`src/design/tmt_pkg.sv`:
```
// ----------------------------------------------------------------------------
// tmt_pkg: shared types and constants of the trapezoid move time block
// axis limits, fixed-point constants and the sequencer state type
// ----------------------------------------------------------------------------
`default_nettype none

package tmt_pkg;

   localparam logic [2:0]  JOINT_AXES     = 3'd6;
   localparam logic [2:0]  LINEAR_AXES    = 3'd4;
   localparam logic [2:0]  AXIS_COUNT_MAX = 3'd7;
   localparam logic [31:0] TINY_LIMIT_RAW = 32'd7;
   localparam logic [31:0] FLOOR_TIME_RAW = 32'd2621;
   localparam logic [6:0]  DIV_SHORT_STEPS = 7'd48;
   localparam logic [6:0]  DIV_LONG_STEPS  = 7'd64;
   localparam logic [6:0]  SQRT_STEPS      = 7'd32;

   typedef enum logic [3:0] {
      ST_IDLE,
      ST_CHECK,
      ST_MUL_VV,
      ST_MUL_SA,
      ST_COMPARE,
      ST_DIV_ACCEL,
      ST_DIV_CRUISE,
      ST_DIV_RATIO,
      ST_SQRT,
      ST_UPDATE
   } state_type;

endpackage

`default_nettype wire

```
`src/design/trapezoid_move_time.sv`:
```
// ----------------------------------------------------------------------------
// trapezoid_move_time: longest trapezoidal profile time over the axes of a move
//
// One req_ transfer carries one axis: signed Q16.16 distance, speed and
// acceleration limits, the linear mode bit and the last-axis mark. For each
// counted axis the time is v/a + |S|/v when the speed limit is reached, else
// 2*sqrt(|S|/a). The maximum over counted axes (six in joint mode, four in
// linear mode) and an error flag leave on the rsp_ channel after the last axis.
// An axis with zero distance, a zero limit or that does not count goes from
// the check straight to the update; a full axis runs the shared bit-serial
// divide/square-root unit (48 + 48 steps, or 64 + 32 steps). req_stall is high
// for the whole axis; one axis at a time is in flight.
// The result sits in an output register; while rsp_stall holds it, the next
// axis is already accepted and computed, and only a following last axis waits.
// Reset (synchronous, active high) clears the running maximum, axis count,
// error flag and any pending result.
// ----------------------------------------------------------------------------
`default_nettype none

module trapezoid_move_time
   import tmt_pkg::*;
(
   input  wire logic               clock,
   input  wire logic               reset,
   input  wire logic               req_valid,
   output logic                    req_stall,
   input  wire logic signed [31:0] req_distance,
   input  wire logic        [31:0] req_speed_limit,
   input  wire logic        [31:0] req_accel_limit,
   input  wire logic               req_linear_move,
   input  wire logic               req_last_axis,
   output logic                    rsp_valid,
   input  wire logic               rsp_stall,
   output logic             [31:0] rsp_move_time,
   output logic                    rsp_bad_limit
);

   state_type   state_ff, state_in;
   logic [31:0] dist_ff, dist_in;
   logic [31:0] speed_ff, speed_in;
   logic [31:0] accel_ff, accel_in;
   logic        last_ff, last_in;
   logic        counted_ff, counted_in;
   logic [2:0]  axis_count_ff, axis_count_in;
   logic [31:0] max_ff, max_in;
   logic        error_ff, error_in;
   logic [63:0] prod_vv_ff, prod_vv_in;
   logic [63:0] prod_sa_ff, prod_sa_in;
   logic [34:0] rem_ff, rem_in;
   logic [63:0] num_ff, num_in;
   logic [63:0] quo_ff, quo_in;
   logic [31:0] den_ff, den_in;
   logic [6:0]  cnt_ff, cnt_in;
   logic [32:0] part_ff, part_in;
   logic [31:0] time_ff, time_in;
   logic        rsp_valid_ff, rsp_valid_in;
   logic [31:0] rsp_time_ff, rsp_time_in;
   logic        rsp_bad_ff, rsp_bad_in;

   logic        req_xfer, rsp_xfer, out_free, step_done;
   logic [2:0]  axis_limit;
   logic [31:0] dist_abs, mul_x, mul_y, result_time;
   logic [63:0] mul_p;
   logic        sqrt_mode, step_ge;
   logic [34:0] cand, trial, rem_step;
   logic [35:0] diff;
   logic [63:0] num_step, quo_step;
   logic [32:0] quo_sat, dbl;
   logic [33:0] sum;

   assign req_xfer  = req_valid && !req_stall;
   assign rsp_xfer  = rsp_valid_ff && !rsp_stall;
   assign out_free  = !rsp_valid_ff || !rsp_stall;
   assign step_done = (cnt_ff == 7'd1);
   assign axis_limit = req_linear_move ? LINEAR_AXES : JOINT_AXES;
   assign dist_abs  = req_distance[31] ? 32'(-req_distance) : req_distance;

   // single multiplier, shared by both products of the regime compare
   assign mul_x = (state_ff == ST_MUL_VV) ? speed_ff : dist_ff;
   assign mul_y = (state_ff == ST_MUL_VV) ? speed_ff : accel_ff;
   assign mul_p = mul_x * mul_y;

   // shared restoring divide / square-root step
   assign sqrt_mode = (state_ff == ST_SQRT);
   assign cand  = sqrt_mode ? {rem_ff[32:0], num_ff[63:62]} : {rem_ff[33:0], num_ff[63]};
   assign trial = sqrt_mode ? {1'b0, quo_ff[31:0], 2'b01} : {3'b000, den_ff};
   assign diff  = {1'b0, cand} - {1'b0, trial};
   assign step_ge  = !diff[35];
   assign rem_step = step_ge ? diff[34:0] : cand;
   assign quo_step = {quo_ff[62:0], step_ge};
   assign num_step = sqrt_mode ? {num_ff[61:0], 2'b00} : {num_ff[62:0], 1'b0};

   assign quo_sat = (quo_step[47:32] != 16'd0) ? {1'b1, 32'd0} : {1'b0, quo_step[31:0]};
   assign sum     = {1'b0, part_ff} + {1'b0, quo_sat};
   assign dbl     = {quo_step[31:0], 1'b0};
   assign result_time = (max_ff < TINY_LIMIT_RAW) ? FLOOR_TIME_RAW : max_ff;

   // next state
   always_comb begin
      state_in = state_ff;
      case (state_ff)
         ST_IDLE: begin
            if (req_xfer) state_in = ST_CHECK;
         end
         ST_CHECK: begin
            if (!counted_ff || dist_ff == 32'd0 || speed_ff == 32'd0 || accel_ff == 32'd0)
               state_in = ST_UPDATE;
            else
               state_in = ST_MUL_VV;
         end
         ST_MUL_VV:  state_in = ST_MUL_SA;
         ST_MUL_SA:  state_in = ST_COMPARE;
         ST_COMPARE: begin
            state_in = (prod_vv_ff <= prod_sa_ff) ? ST_DIV_ACCEL : ST_DIV_RATIO;
         end
         ST_DIV_ACCEL: begin
            if (step_done) state_in = ST_DIV_CRUISE;
         end
         ST_DIV_CRUISE: begin
            if (step_done) state_in = ST_UPDATE;
         end
         ST_DIV_RATIO: begin
            if (step_done) state_in = ST_SQRT;
         end
         ST_SQRT: begin
            if (step_done) state_in = ST_UPDATE;
         end
         ST_UPDATE: begin
            if (!last_ff || out_free) state_in = ST_IDLE;
         end
         default: state_in = ST_IDLE;
      endcase
   end

   // datapath next values
   always_comb begin
      dist_in       = dist_ff;
      speed_in      = speed_ff;
      accel_in      = accel_ff;
      last_in       = last_ff;
      counted_in    = counted_ff;
      axis_count_in = axis_count_ff;
      max_in        = max_ff;
      error_in      = error_ff;
      prod_vv_in    = prod_vv_ff;
      prod_sa_in    = prod_sa_ff;
      rem_in        = rem_ff;
      num_in        = num_ff;
      quo_in        = quo_ff;
      den_in        = den_ff;
      cnt_in        = cnt_ff;
      part_in       = part_ff;
      time_in       = time_ff;
      rsp_valid_in  = rsp_xfer ? 1'b0 : rsp_valid_ff;
      rsp_time_in   = rsp_time_ff;
      rsp_bad_in    = rsp_bad_ff;
      case (state_ff)
         ST_IDLE: begin
            if (req_xfer) begin
               dist_in    = dist_abs;
               speed_in   = req_speed_limit;
               accel_in   = req_accel_limit;
               last_in    = req_last_axis;
               counted_in = (axis_count_ff < axis_limit);
               if (req_last_axis)
                  axis_count_in = 3'd0;
               else if (axis_count_ff < AXIS_COUNT_MAX)
                  axis_count_in = axis_count_ff + 3'd1;
            end
         end
         ST_CHECK: begin
            time_in = 32'd0;
            if (counted_ff && dist_ff != 32'd0 && (speed_ff == 32'd0 || accel_ff == 32'd0))
               error_in = 1'b1;
         end
         ST_MUL_VV: prod_vv_in = mul_p;
         ST_MUL_SA: prod_sa_in = mul_p;
         ST_COMPARE: begin
            rem_in = 35'd0;
            quo_in = 64'd0;
            den_in = accel_ff;
            if (prod_vv_ff <= prod_sa_ff) begin
               num_in = {speed_ff, 32'd0};
               cnt_in = DIV_SHORT_STEPS;
            end else begin
               num_in = {dist_ff, 32'd0};
               cnt_in = DIV_LONG_STEPS;
            end
         end
         ST_DIV_ACCEL: begin
            rem_in = rem_step;
            num_in = num_step;
            quo_in = quo_step;
            cnt_in = cnt_ff - 7'd1;
            if (step_done) begin
               part_in = quo_sat;
               rem_in  = 35'd0;
               quo_in  = 64'd0;
               num_in  = {dist_ff, 32'd0};
               den_in  = speed_ff;
               cnt_in  = DIV_SHORT_STEPS;
            end
         end
         ST_DIV_CRUISE: begin
            rem_in = rem_step;
            num_in = num_step;
            quo_in = quo_step;
            cnt_in = cnt_ff - 7'd1;
            if (step_done)
               time_in = (sum[33:32] != 2'd0) ? 32'hFFFF_FFFF : sum[31:0];
         end
         ST_DIV_RATIO: begin
            rem_in = rem_step;
            num_in = num_step;
            quo_in = quo_step;
            cnt_in = cnt_ff - 7'd1;
            // quotient becomes the radicand
            if (step_done) begin
               num_in = quo_step;
               rem_in = 35'd0;
               quo_in = 64'd0;
               cnt_in = SQRT_STEPS;
            end
         end
         ST_SQRT: begin
            rem_in = rem_step;
            num_in = num_step;
            quo_in = quo_step;
            cnt_in = cnt_ff - 7'd1;
            if (step_done)
               time_in = dbl[32] ? 32'hFFFF_FFFF : dbl[31:0];
         end
         ST_UPDATE: begin
            if (counted_ff && time_ff > max_ff) max_in = time_ff;
            if (last_ff && out_free) begin
               rsp_valid_in = 1'b1;
               // floor applies to the maximum including this axis
               if (counted_ff && time_ff > max_ff)
                  rsp_time_in = (time_ff < TINY_LIMIT_RAW) ? FLOOR_TIME_RAW : time_ff;
               else
                  rsp_time_in = result_time;
               rsp_bad_in   = error_ff;
               max_in       = 32'd0;
               error_in     = 1'b0;
            end
         end
         default: ;
      endcase
   end

   // outputs
   always_comb begin
      req_stall     = (state_ff != ST_IDLE);
      rsp_valid     = rsp_valid_ff;
      rsp_move_time = rsp_time_ff;
      rsp_bad_limit = rsp_bad_ff;
   end

   always_ff @(posedge clock) begin
      if (reset) begin
         state_ff      <= ST_IDLE;
         axis_count_ff <= 3'd0;
         max_ff        <= 32'd0;
         error_ff      <= 1'b0;
         rsp_valid_ff  <= 1'b0;
         cnt_ff        <= 7'd0;
      end else begin
         state_ff      <= state_in;
         axis_count_ff <= axis_count_in;
         max_ff        <= max_in;
         error_ff      <= error_in;
         rsp_valid_ff  <= rsp_valid_in;
         cnt_ff        <= cnt_in;
      end
   end

   always_ff @(posedge clock) begin
      dist_ff     <= dist_in;
      speed_ff    <= speed_in;
      accel_ff    <= accel_in;
      last_ff     <= last_in;
      counted_ff  <= counted_in;
      prod_vv_ff  <= prod_vv_in;
      prod_sa_ff  <= prod_sa_in;
      rem_ff      <= rem_in;
      num_ff      <= num_in;
      quo_ff      <= quo_in;
      den_ff      <= den_in;
      part_ff     <= part_in;
      time_ff     <= time_in;
      rsp_time_ff <= rsp_time_in;
      rsp_bad_ff  <= rsp_bad_in;
   end

`ifndef ASSERT_OFF
   // iterating states always have steps left
   a_steps_left: assert property (@(posedge clock) disable iff (reset)
      (state_ff == ST_DIV_ACCEL || state_ff == ST_DIV_CRUISE ||
       state_ff == ST_DIV_RATIO || state_ff == ST_SQRT) |-> cnt_ff != 7'd0)
      else $error("shared unit running with no steps left");

   // a finished last axis posts its result
   a_result_posted: assert property (@(posedge clock) disable iff (reset)
      (state_ff == ST_UPDATE && last_ff && out_free) |=> rsp_valid_ff)
      else $error("last axis finished without a result");

   // the floor on tiny times always applies
   a_floor: assert property (@(posedge clock) disable iff (reset)
      rsp_valid_ff |-> rsp_time_ff >= TINY_LIMIT_RAW)
      else $error("result below the tiny time floor");
`endif

endmodule

`default_nettype wire
```
`config.mk`:
```
export PLATFORM = sky130hd
export DESIGN_NAME = trapezoid_move_time
export DESIGN_NICKNAME = d
export VERILOG_FILES = /design/src/design/tmt_pkg.sv /design/src/design/trapezoid_move_time.sv
export SDC_FILE = /design/constraint.sdc
export NUM_CORES = 2
export LEC_CHECK = 0
export BUFFER_PORTS_ARGS = -buffer_cell sky130_fd_sc_hd__buf_4
export CAP_MARGIN = 5
export CORE_ASPECT_RATIO = 0.8
export CORE_MARGIN = 2
export CORE_UTILIZATION = 65
export CTS_CLUSTER_DIAMETER = 150
export DETAILED_ROUTE_END_ITERATION = 12
export GPL_ROUTABILITY_DRIVEN = 0
export PLACE_DENSITY_LB_ADDON = 0.25
export SYNTH_ARGS = -nofsm -noshare
export SYNTH_HDL_FRONTEND = slang
export SYNTH_SLANG_ARGS = --single-unit
```
`constraint.sdc`:
```
create_clock -name clock -period 18 [get_ports clock]
set_input_delay 3.6 -clock clock [delete_from_list [all_inputs] [get_ports clock]]
set_output_delay 3.6 -clock clock [all_outputs]
set_load 0.005 [all_outputs]
```
======== Word level (Yosys, flattened, before mapping) ========
Index checks and enable logic that the tools add are counted.
Widths: inputs -> output; s select.
storage, ports and cells
  input bits .............................. 102
  word-level logic and storage cells ...... 146
  register bits ........................... 565
  output and inout port bits .............. 35
cells by class
  equality and inequality tests ........... 19
  add/subtract/negate cells ............... 5
  muxes and demuxes ....................... 49
  $mul .................................... 1
  $lt $le $gt $ge ......................... 6
  reduce and logical (&&, ||, !) cells .... 44
operators by type and width
  kind                 count
  $mux 32              12
  $mux 64              4
  $pmux 64 s4          1
  $pmux 63 s3          1
  $mux 34              3
  $pmux 34 s3          1
  $logic_not 32->1     3
  $pmux 32 s3          1
  $le 64x64->1         1
  $lt 32x3->1 const B  2
  $mul 32x32->64       1
  $pmux 32 s2          1
  $mux 63              1
  $pmux 4 s9           1
  $sub 35x34->36       1
  $mux 35              1
  $add 33x33->34       1
  $mux 33              1
  $gt 32x32->1         1
  $neg 32->32          1
  $reduce_bool 32->1   1
  $mux 31              1
  $pmux 7 s4           1
  $mux 4               6
  other kinds (28)     76

======== Depth between registers and ports, before layout ========
  depth after elaboration ................. 10
  gate-level depth with buffers ........... 34

======== Worst setup path after synthesis ========
No wires, ideal clock.
  path kind ............................... reg-to-reg
  start point ............................. reg state_ff[2]
  end point ............................... reg prod_sa_ff[59] (data pin)
  buffers on the path ..................... 6
  arrival ................................. 10.408 ns
  stages on the path, launching flop included .. 35
  required time ........................... 17.730 ns
  library setup time ...................... 0.270 ns
  setup slack ............................. 7.322 ns
  clock period less this slack ............ 10.678 ns
  cell sequence ........................... dfxtp_1 clkbuf_1 or3_1 clkbuf_1 inv_1 clkbuf_1 clkbuf_1 nand2_1 nand2_1 clkbuf_1 nand2_1 fa_1 inv_1 fa_1 fa_1 inv_1 fa_1 inv_1 fa_1 fa_1 fa_1 inv_1 fa_1 inv_1 ha_1 clkbuf_1 nand2_1 or4_1 nor3_1 a21oi_1 o211ai_1 a21oi_1 o21ai_0 a21oi_1 or3_1
on the way
  longest elaborated chain between the ends .. 3
ends and longest elaborated chain
  element                     line                                                  RTL
  start, declared             trapezoid_move_time.sv:38                             state_type state_ff, state_in;
  start signal, assigned      trapezoid_move_time.sv:268                            state_ff <= state_in;
  $eq 4x2->1 (*)              trapezoid_move_time.sv:79, trapezoid_move_time.sv:80
  $mux 32 (on tied branches)  trapezoid_move_time.sv:79, trapezoid_move_time.sv:80
  $mul 32x32->64 (*)          trapezoid_move_time.sv:81                             assign mul_p = mul_x * mul_y;
  via mul_p[59]               trapezoid_move_time.sv:63                             logic [63:0] mul_p;
  end signal, assigned        trapezoid_move_time.sv:284                            prod_sa_ff <= prod_sa_in;
  end, declared               trapezoid_move_time.sv:48                             logic [63:0] prod_sa_ff, prod_sa_in;
The timed path passes the listed nets; every way through them passes the cells marked *.
A chain may end at the register's enable or synchronous reset.

======== Worst setup path in the final report ========
  start point ............................. reg state_ff[1]
  end point ............................... reg prod_vv_ff[51] (data pin)
on the way
  longest elaborated chain between the ends .. 3
ends and longest elaborated chain
  element                     line                                                  RTL
  $eq 4x2->1 (*)              trapezoid_move_time.sv:79, trapezoid_move_time.sv:80
  $mux 32 (on tied branches)  trapezoid_move_time.sv:79, trapezoid_move_time.sv:80
  $mul 32x32->64 (*)          trapezoid_move_time.sv:81
  via mul_p[51]               trapezoid_move_time.sv:63
  end signal, assigned        trapezoid_move_time.sv:283                            prod_vv_ff <= prod_vv_in;
  end, declared               trapezoid_move_time.sv:47                             logic [63:0] prod_vv_ff, prod_vv_in;
Marks and branches as above.

==> results list <==
- Headroom to the max-slew limit came out at 1.72%.
- The critical path ends at prod_vv_ff[51].
* Actual slew at the worst max-slew pin: 1.47 ns
* Clock input transition at the sequential cells of the worst setup and hold paths: 0.06 ns
- Full die area: 0.0991 mm2
- Wire per inst: 24.8 um
- For the final routed database, the setup TNS stands at 0 ns.
* Source of the critical timing path: state_ff[1]
- Once detailed placement completed, the half-perimeter wirelength came to 147,000 um.
- After synthesis, the share of flip-flops with an asynchronous set or reset is 0%.
- Yosys mapped a number of flops with a built-in enable equal to 517.
* TritonRoute pass-1 iters: 13
- Worst setup slack after layout: 5.36 ns
* Skew-Pair Late Insertion Delay: 0.71 ns
- The detail route stage leaves a number of antenna-violating nets equal to 0.
- After global routing, the most crowded layer is met1.
- Netlist Area Pre-Place: 0.0628 mm2
* CTS Root Cell: sky130_fd_sc_hd__clkbuf_16
- Compared with the post-synthesis result, the final layout area differs by 7.35%.
* Final number of max-transition violations: 0
* GR met2 Demand/Resource: 54.6%
* TritonCTS clock tree: built
* Final worst path period share: 70.2%
- Bufs on Longest Clock Path: 3
- Via count of the first global-routing pass: 50,468
* Worst min-delay path class: reg -> reg
- 0 antenna diodes ended up in the layout.
- Crit path required time: 18.42 ns
- Number of nets in the finished design: 7,973
- Vias per Instance: 6.49
- Logic depth of the worst register-to-register path: 26
* # resized after CTS: 0
- Measured along the y axis, the die boundary spans 282 um.
* Avg Cell Area, Syn: 9.55 um2
* Total CTS buffers: 59
- Row generation in the floorplan step produced 101 rows.
* Fraction of layout cells with a size suffix above 1: 6.90%
- CTS Sinks: 565
* Critical path class: reg -> reg
- Starting Density: 65.9%
- Wires add up to 196,000 um.
- First-iteration detailed-routing DRC count: 7,316
- Total I/O pin count: 137
- Violated checks: design-rule violations
- Static timing analysis puts the maximum clock frequency at 0.0791 GHz.
- Number of vias in the routed layout: 51,125
- IO Port Bufs: 136
* Final-report hold violation count: 0
- Final critical path time including I/O delays and setup: 12.64 ns
* Util after Layout: 70.7%
* Unrepaired setup endpoints after global routing: false
- Capture instance of the worst register-to-register path: prod_vv_ff[51]
- Antenna violations before repair: 4
* Sequential element share of the synthesized area: 26.3%
- In this run the critical register-to-register path is launched from state_ff[1].
- After clock tree synthesis, the setup repair step added 0 buffers.
- Global-route wire length before repair: 298,000 um
* Library cells used by synthesis: 81
- Setup violations remaining at the end of the flow were counted as 0.
- The run finished, with violations left.
- Worst setup slack for register-to-register paths: 5.36 ns
- Met1 track demand over resource in global routing: 55.6%
- Among all flip-flop cells after synthesis, the most frequent one is sky130_fd_sc_hd__edfxtp_1.
- Synthesized net count: 8,002
* Width of the chip: 351 um
* Synthesis warning total: 0
* Clk_skew: 0.0942 ns
* Category of the worst setup path launch point: flop
- Max_cap viols: 0
- Overall fraction of global-route tracks in use: 40.1%
- The cell count after synthesis came out at 6,572.
* M3 GR Usage: 17.0%
* CTS H-tree lvls: 2
* Largest fanout of any net on the critical path: 68
* Gr ovfl total: 0
* Critical Path Sink Type: flop
- Counting flops and latches in the post-synthesis netlist gives 565.
* Largest net degree at the start of global routing: 76
* Core area: 0.0953 mm2
* Place WS: 5.90 ns
* Detailed-route DRC error count: 3
* Critical path data arrival time: 13.06 ns
- Hold repair after CTS inserted 0 buffers.
-- registers in the layout (all words and copies together), names as in the netlist --
name / cells
max_ff: 32
axis_count_ff: 3
rsp_move_time: 32
rsp_valid: 1
time_ff: 32
rsp_bad_limit: 1
state_ff: 4
cnt_ff: 7
prod_sa_ff: 64
num_ff: 64
prod_vv_ff: 64
quo_ff: 63
speed_ff: 32
rem_ff: 34
error_ff: 1
den_ff: 32
part_ff: 33
dist_ff: 32
counted_ff: 1
last_ff: 1
accel_ff: 32
-- worst max-delay path: stages (launching register included) --
cell,delay (ns)
sky130_fd_sc_hd__dfxtp_2,0.99
sky130_fd_sc_hd__nand2b_1,0.19
sky130_fd_sc_hd__or3_4,0.63
sky130_fd_sc_hd__inv_4,0.66
sky130_fd_sc_hd__buf_4,0.73
sky130_fd_sc_hd__nand2_1,0.15
sky130_fd_sc_hd__nand2_1,0.79
sky130_fd_sc_hd__nand2_1,0.18
sky130_fd_sc_hd__fa_1,0.56
sky130_fd_sc_hd__fa_1,0.55
sky130_fd_sc_hd__fa_1,0.51
sky130_fd_sc_hd__fa_1,0.52
sky130_fd_sc_hd__inv_1,0.05
sky130_fd_sc_hd__fa_1,0.54
sky130_fd_sc_hd__fa_1,0.43
sky130_fd_sc_hd__fa_1,0.51
sky130_fd_sc_hd__fa_1,0.43
sky130_fd_sc_hd__ha_1,0.60
sky130_fd_sc_hd__a21o_1,0.34
sky130_fd_sc_hd__o21bai_1,0.22
sky130_fd_sc_hd__a41o_1,0.14
sky130_fd_sc_hd__o31ai_1,0.07
sky130_fd_sc_hd__a31oi_1,0.89
sky130_fd_sc_hd__o21ai_1,0.43
sky130_fd_sc_hd__o31ai_1,0.62
sky130_fd_sc_hd__o311ai_1,0.16
sky130_fd_sc_hd__a221oi_1,0.41
-- how the worst min path moves through the flow --
stage                                start                to  slack, ns  cells after the start
final                     axis_count_ff[1]  axis_count_ff[1]       0.50                      2
after global routing              error_ff     rsp_bad_limit       0.52                      0
after floorplan                   error_ff     rsp_bad_limit       0.40                      0
after CTS                 axis_count_ff[1]  axis_count_ff[1]       0.50                      2
after global placement    axis_count_ff[1]  axis_count_ff[1]       0.48                      2
after detailed placement  axis_count_ff[1]  axis_count_ff[1]       0.49                      2
-- layer usage --
layer | wire length [um] | part of all wire [%] | vias to the layer above
met5 | 76 | 0.039 | -
met4 | 11300 | 5.8 | 8
met3 | 35500 | 18 | 722
met2 | 77500 | 40 | 4098
met1 | 71400 | 36 | 24861
li1 | - | - | 21436
-- area by class of cell --
class,count,area (um2)
clock buffer,70,1530
clock inverter,41,557
fill,7025,27900
inverter,1038,3900
multi-input combinational,4642,41500
sequential,565,16500
tap,1287,1610
timing repair buffer,237,1780
-- Yosys cell counts (16+ instances only) --
cell type                  count  share of area (%)
sky130_fd_sc_hd__a211oi_1     26               0.31
sky130_fd_sc_hd__a21o_1       91                1.1
sky130_fd_sc_hd__a21oi_1     243                1.9
sky130_fd_sc_hd__a221o_1      16               0.26
sky130_fd_sc_hd__a221oi_1     27               0.38
sky130_fd_sc_hd__a222oi_1     42               0.67
sky130_fd_sc_hd__and2_1      140                1.4
sky130_fd_sc_hd__and3_1       17               0.17
sky130_fd_sc_hd__clkbuf_1    308                1.8
sky130_fd_sc_hd__dfxtp_1      48                1.5
sky130_fd_sc_hd__edfxtp_1    517                 25
sky130_fd_sc_hd__fa_1        898                 29
sky130_fd_sc_hd__ha_1        430                8.6
sky130_fd_sc_hd__inv_1      1036                6.2
sky130_fd_sc_hd__mux2_2       32               0.57
sky130_fd_sc_hd__mux2i_1      96                1.5
sky130_fd_sc_hd__nand2_1     800                4.8
sky130_fd_sc_hd__nand2b_1     24               0.24
sky130_fd_sc_hd__nand3_1     167                1.3
sky130_fd_sc_hd__nand4_1      52               0.52
sky130_fd_sc_hd__nor2_1      781                4.7
sky130_fd_sc_hd__nor2b_1      18               0.18
sky130_fd_sc_hd__nor3_1       30               0.24
sky130_fd_sc_hd__nor4_1       53               0.53
sky130_fd_sc_hd__nor4b_1      33               0.46
sky130_fd_sc_hd__o211ai_1     45               0.54
sky130_fd_sc_hd__o21a_1       24               0.29
sky130_fd_sc_hd__o21ai_0     190                1.5
sky130_fd_sc_hd__o21ai_1      26               0.21
sky130_fd_sc_hd__xnor2_1     103                1.4
sky130_fd_sc_hd__xor2_1       39               0.54
-- cells in the final DEF (no fill, tap or decap), drive strengths merged, types with 11 or more instances in the layout --
| cell type | n |
|---|---|
| a211oi | 26 |
| a21o | 91 |
| a21oi | 243 |
| a221o | 16 |
| a221oi | 27 |
| a222oi | 42 |
| a31oi | 15 |
| and2 | 140 |
| and3 | 17 |
| buf | 237 |
| clkbuf | 70 |
| clkinv | 24 |
| dfxtp | 48 |
| edfxtp | 517 |
| fa | 898 |
| ha | 430 |
| inv | 1039 |
| mux2 | 32 |
| mux2i | 96 |
| nand2 | 800 |
| nand2b | 24 |
| nand3 | 167 |
| nand4 | 52 |
| nor2 | 781 |
| nor2b | 18 |
| nor3 | 31 |
| nor4 | 53 |
| nor4b | 33 |
| o211ai | 45 |
| o21a | 24 |
| o21ai | 216 |
| o21bai | 14 |
| o31ai | 16 |
| or2 | 12 |
| or3 | 18 |
| or4 | 11 |
| xnor2 | 103 |
| xor2 | 39 |
-- through the flow --
step / hold WS [ns] / cells / cell area [um2]
after floorplan: 0.401 / 6572 / 62800
after global placement: 0.475 / 7769 / 65300
after detailed placement: 0.489 / 7769 / 65300
after CTS: 0.496 / 7880 / 67400
after global routing: 0.518 / 7880 / 67400
final: 0.502 / 7880 / 67400
-- cell families after synthesis --
kind of cell	Yosys count	share of synthesized area, %
XOR/XNOR	142	1.98
multiplexers	128	2.10
AO/OA/AOI/OAI	869	9.01
AND/OR/NAND/NOR	2175	15.3
buffers and inverters	1365	8.17
adder cells (fa/ha/maj)	1328	37.2
flip-flops	565	26.3
Power is not shown: default switching activity piles up to over one toggle a cycle in this logic, so the estimate is an artifact.
